## config.mk

```make
export PLATFORM = sky130hd
export DESIGN_NAME = gbts_ram
export DESIGN_NICKNAME = d
export VERILOG_FILES = /design/src/gbts_ram.sv
export SDC_FILE = /design/constraint.sdc
export NUM_CORES = 1
export LEC_CHECK = 0
export ABC_AREA = 0
export BUFFER_PORTS_ARGS = -buffer_cell sky130_fd_sc_hd__buf_2
export CAP_MARGIN = 0
export CORE_MARGIN = 2
export CORE_UTILIZATION = 57
export CTS_CLUSTER_SIZE = 20
export DETAILED_ROUTE_END_ITERATION = 10
export PLACE_DENSITY_LB_ADDON = 0.08
export SYNTH_ARGS = -nofsm -noshare
export SYNTH_HDL_FRONTEND = slang
export SYNTH_SLANG_ARGS = --single-unit
```

## constraint.sdc

```tcl
create_clock -name clk_i -period 2.3 [get_ports clk_i]
set_input_delay 0.23 -clock clk_i [delete_from_list [all_inputs] [get_ports clk_i]]
set_output_delay 0.23 -clock clk_i [all_outputs]
set_load 0.02 [all_outputs]
```

## src/gbts_ram.sv

```systemverilog
// ----------------------------------------------------------------------------
// gbts_ram
// Generic simple dual-port RAM: one write port, one read port with the read
// data registered. A read and a write of the same entry in the same cycle
// return the old contents.
// ----------------------------------------------------------------------------
module gbts_ram #(
  parameter int WIDTH = 8,
  parameter int DEPTH = 16
) (
  input  logic                     clk_i,
  input  logic                     we_i,
  input  logic [$clog2(DEPTH)-1:0] waddr_i,
  input  logic [WIDTH-1:0]         wdata_i,
  input  logic                     re_i,
  input  logic [$clog2(DEPTH)-1:0] raddr_i,
  output logic [WIDTH-1:0]         rdata_o
);

  logic [WIDTH-1:0] mem_q [DEPTH];
  logic [WIDTH-1:0] rdata_q;

  always_ff @(posedge clk_i) begin
    if (we_i) begin
      mem_q[waddr_i] <= wdata_i;
    end
    if (re_i) begin
      rdata_q <= mem_q[raddr_i];
    end
  end

  assign rdata_o = rdata_q;

endmodule

```

==> results.py <==
metrics = {
    "outcome": {
        "run_status": "completed",
    },
    "synth": {
        "synth_area_leaders": "edfxtp_1 78%, mux4_2 7.8%, mux4_1 7.0%, a22oi_1 2.3%, nor2_1 0.93%",
        "synthesis.area_mm2": 0.005228,
        "syn_nets": 248,
        "yosysSeqAreaShare_pct": 78.12,
        "syn_area_per_cell_um2": 22.83,
        "syn-instance-count": 229,
        "synth_top_cell_by_area": "edfxtp_1",
        "ys_warn_count": 0,
        "synth-seq-cells": 136,
        "synth_cell_types": 18,
        "yosysTopAreaCellShare_pct": 78.12,
    },
    "placement": {
        "post_dp_cell_area_mm2": 0.005567,
        "place_inst": 371,
        "io_buffers": 26,
        "post-dp-hpwl_um": 6012,
        "place.gp.congestion": 0.7666,
    },
    "die": {
        "num_rows": 34,
        "io_pins": 27,
        "core_mm2": 0.008806,
        "start_util_pct": 59.36,
        "fp.dieH_um": 99.77,
        "dieArea_mm2": 0.009953,
        "die_width_um": 99.77,
    },
    "timing": {
        "post-route-period-util_pct": 65.73,
        "fin_setup_tns_ps": 0,
        "fin_crit_ps": 1512,
        "final.setup_skew_ps": 8.159,
        "rsz0062_at_grt": "false",
        "relSlewSlack_pct": 49.51,
        "final-max-slew-violation-count": 0,
        "max_freq_mhz": 661.4,
        "tightest_slew_ps": 755.8,
        "setup_violations": 0,
        "hold_ws_ps": 76.98,
        "hold_viol": 0,
    },
    "drt": {
        "drt_iter0_markers": 310,
        "wl_per_cell_um": 24.15,
        "firstDrtPassIters": 4,
        "post-route-drc-count": 0,
        "ant_nets": 0,
        "wirelength_um": 9733,
        "via_count": 2471,
        "post_drt_via_cell_ratio": 6.132,
    },
    "worst_setup_path": {
        "slowest_stage": "mux4_1",
        "startpoint_type": "flip-flop",
        "path_buf_inv": 0,
        "cpPeakStageDelay_ps": 490,
        "arrival_ps": 1770,
        "path_cells": "mux4_1, a22oi_1, nand2_1",
        "worst-setup-path-type": "reg2reg",
        "cp.required_ps": 2560,
        "worst_setup_path_end_kind": "flip-flop",
        "crit_fanout": 1,
        "crit_family": "multiplexers",
    },
    "clocking": {
        "cts_tree": "done",
        "clk_pin_slew_ps": 60,
        "clock_sinks": 136,
        "clockBufferDepth": 2,
        "cts-root-buf": "clkbuf_8",
        "cts_hold_buf": 0,
        "cts_buffers": 17,
        "cts.repair.resized": 0,
        "h-tree-depth": 4,
        "insertion_delay_ps": 520,
        "postCtsSetupRepairBufs": 0,
    },
    "grt": {
        "antenna_found_initial": 0,
        "grt_max_degree": 33,
        "grt_pass1_vias": 2463,
        "grt_pass1_wl_um": 14880,
        "overflow": 0,
        "grtUsageTotal_pct": 21.76,
    },
    "layout": {
        "layout.cells.non_filler": 403,
        "stdcell_area_mm2": 0.006168,
        "num-nets-final": 301,
        "syn2layout_area_growth_pct": 18.00,
        "n_antenna_cell": 0,
        "drive_gt1_share_pct": 30.85,
        "n_fill_cell": 538,
    },
    "pwr": {
        "p_per_area_mw_per_mm2": 939.3,
        "peakVddDrop_mv": 0.6083,
        "p_leak_nw": 2.093,
    },
    "min_path": {
        "holdCritPathClass": "in2reg",
    },
    "flow_run": {
        "drv_cap": 0,
    },
}
## Yosys cell counts
library cell     instances
a22oi_1                 16
and2_1                   1
and2b_1                  1
buf_2                    3
buf_4                    1
buf_6                    3
clkdlybuf4s25_2          3
edfxtp_1               136
mux4_1                  14
mux4_2                  18
nand2_1                  9
nand2b_1                 2
nand3_1                  1
nand3b_1                 2
nor2_1                  13
nor2b_1                  1
nor3_1                   4
or3b_2                   1
## layout make-up
class	instances	area, µm²	share of cell area (%)
clock inverters	12	176.4	2.860
clock buffers	20	425.4	6.897
well taps	108	135.1	2.191
multi-input cells	83	1057	17.14
flip-flops and latches	136	4084	66.21
repair buffers	44	290.3	4.706
## report_power, final
group          switching, W  internal, W  total, W
Combinational      0.000160     0.000108  0.000268
Sequential        0.0000148      0.00279   0.00281
Clock              0.000962      0.00176   0.00272
Total               0.00114      0.00466   0.00579
## cells by family (layout without fill, tap and decap cells)
family | count (synthesis) | in the layout | share of synthesized area (%)
compound gates | 16 | 16 | 2.298
buf+inv | 10 | 76 | 1.651
flops | 136 | 136 | 78.12
mux | 32 | 32 | 14.79
simple gates | 35 | 35 | 3.136
## cell usage in the layout, fill, tap and decap left out, types with 2 or more instances in the layout
cell,Yosys,routed
edfxtp_1,136,136
buf_2,3,26
mux4_2,18,18
a22oi_1,16,16
clkbuf_16,0,16
buf_4,1,16
mux4_1,14,14
nor2_1,13,13
nand2_1,9,9
nor3_1,4,4
clkinvlp_4,0,4
bufinv_16,0,4
clkbuf_1,0,3
nand3b_1,2,2
nand2b_1,2,2
clkinv_4,0,2
buf_12,0,2
## state kept, by name (all words and copies together) (netlist names)
register  flops
mem_q       128
rdata_o       8
## routing by layer
layer	part of all wire, %	GRT usage (%)	vias up
li1	-	-	1086
met1	45	33.06	1272
met2	48	31.34	104
met3	6.8	4.568	9
met4	1.2	9.378	0
met5	0	0	-
## stage by stage
step                util (%)  total power, W  setup WS (ps)
CTS                    70.05        0.005831          765.7
global placement       63.21        0.003126          404.8
floorplan                  -        0.003011          577.1
detailed placement     63.21        0.003131          425.9
global route           70.05        0.005951          713.8
finish                 70.05        0.005794          788.1
## worst paths after layout
check / startpoint / endpoint / slack (ps) / depth (start not counted)
min reg2reg: mem_q[11][1] / rdata_o[1] / 750 / 3
min: re_i / rdata_o[2] / 80 / 1
max: mem_q[8][4] / rdata_o[4] / 790 / 3
max reg2reg: mem_q[8][4] / rdata_o[4] / 790 / 3
Note: power is estimated with default switching activity, not from simulation.
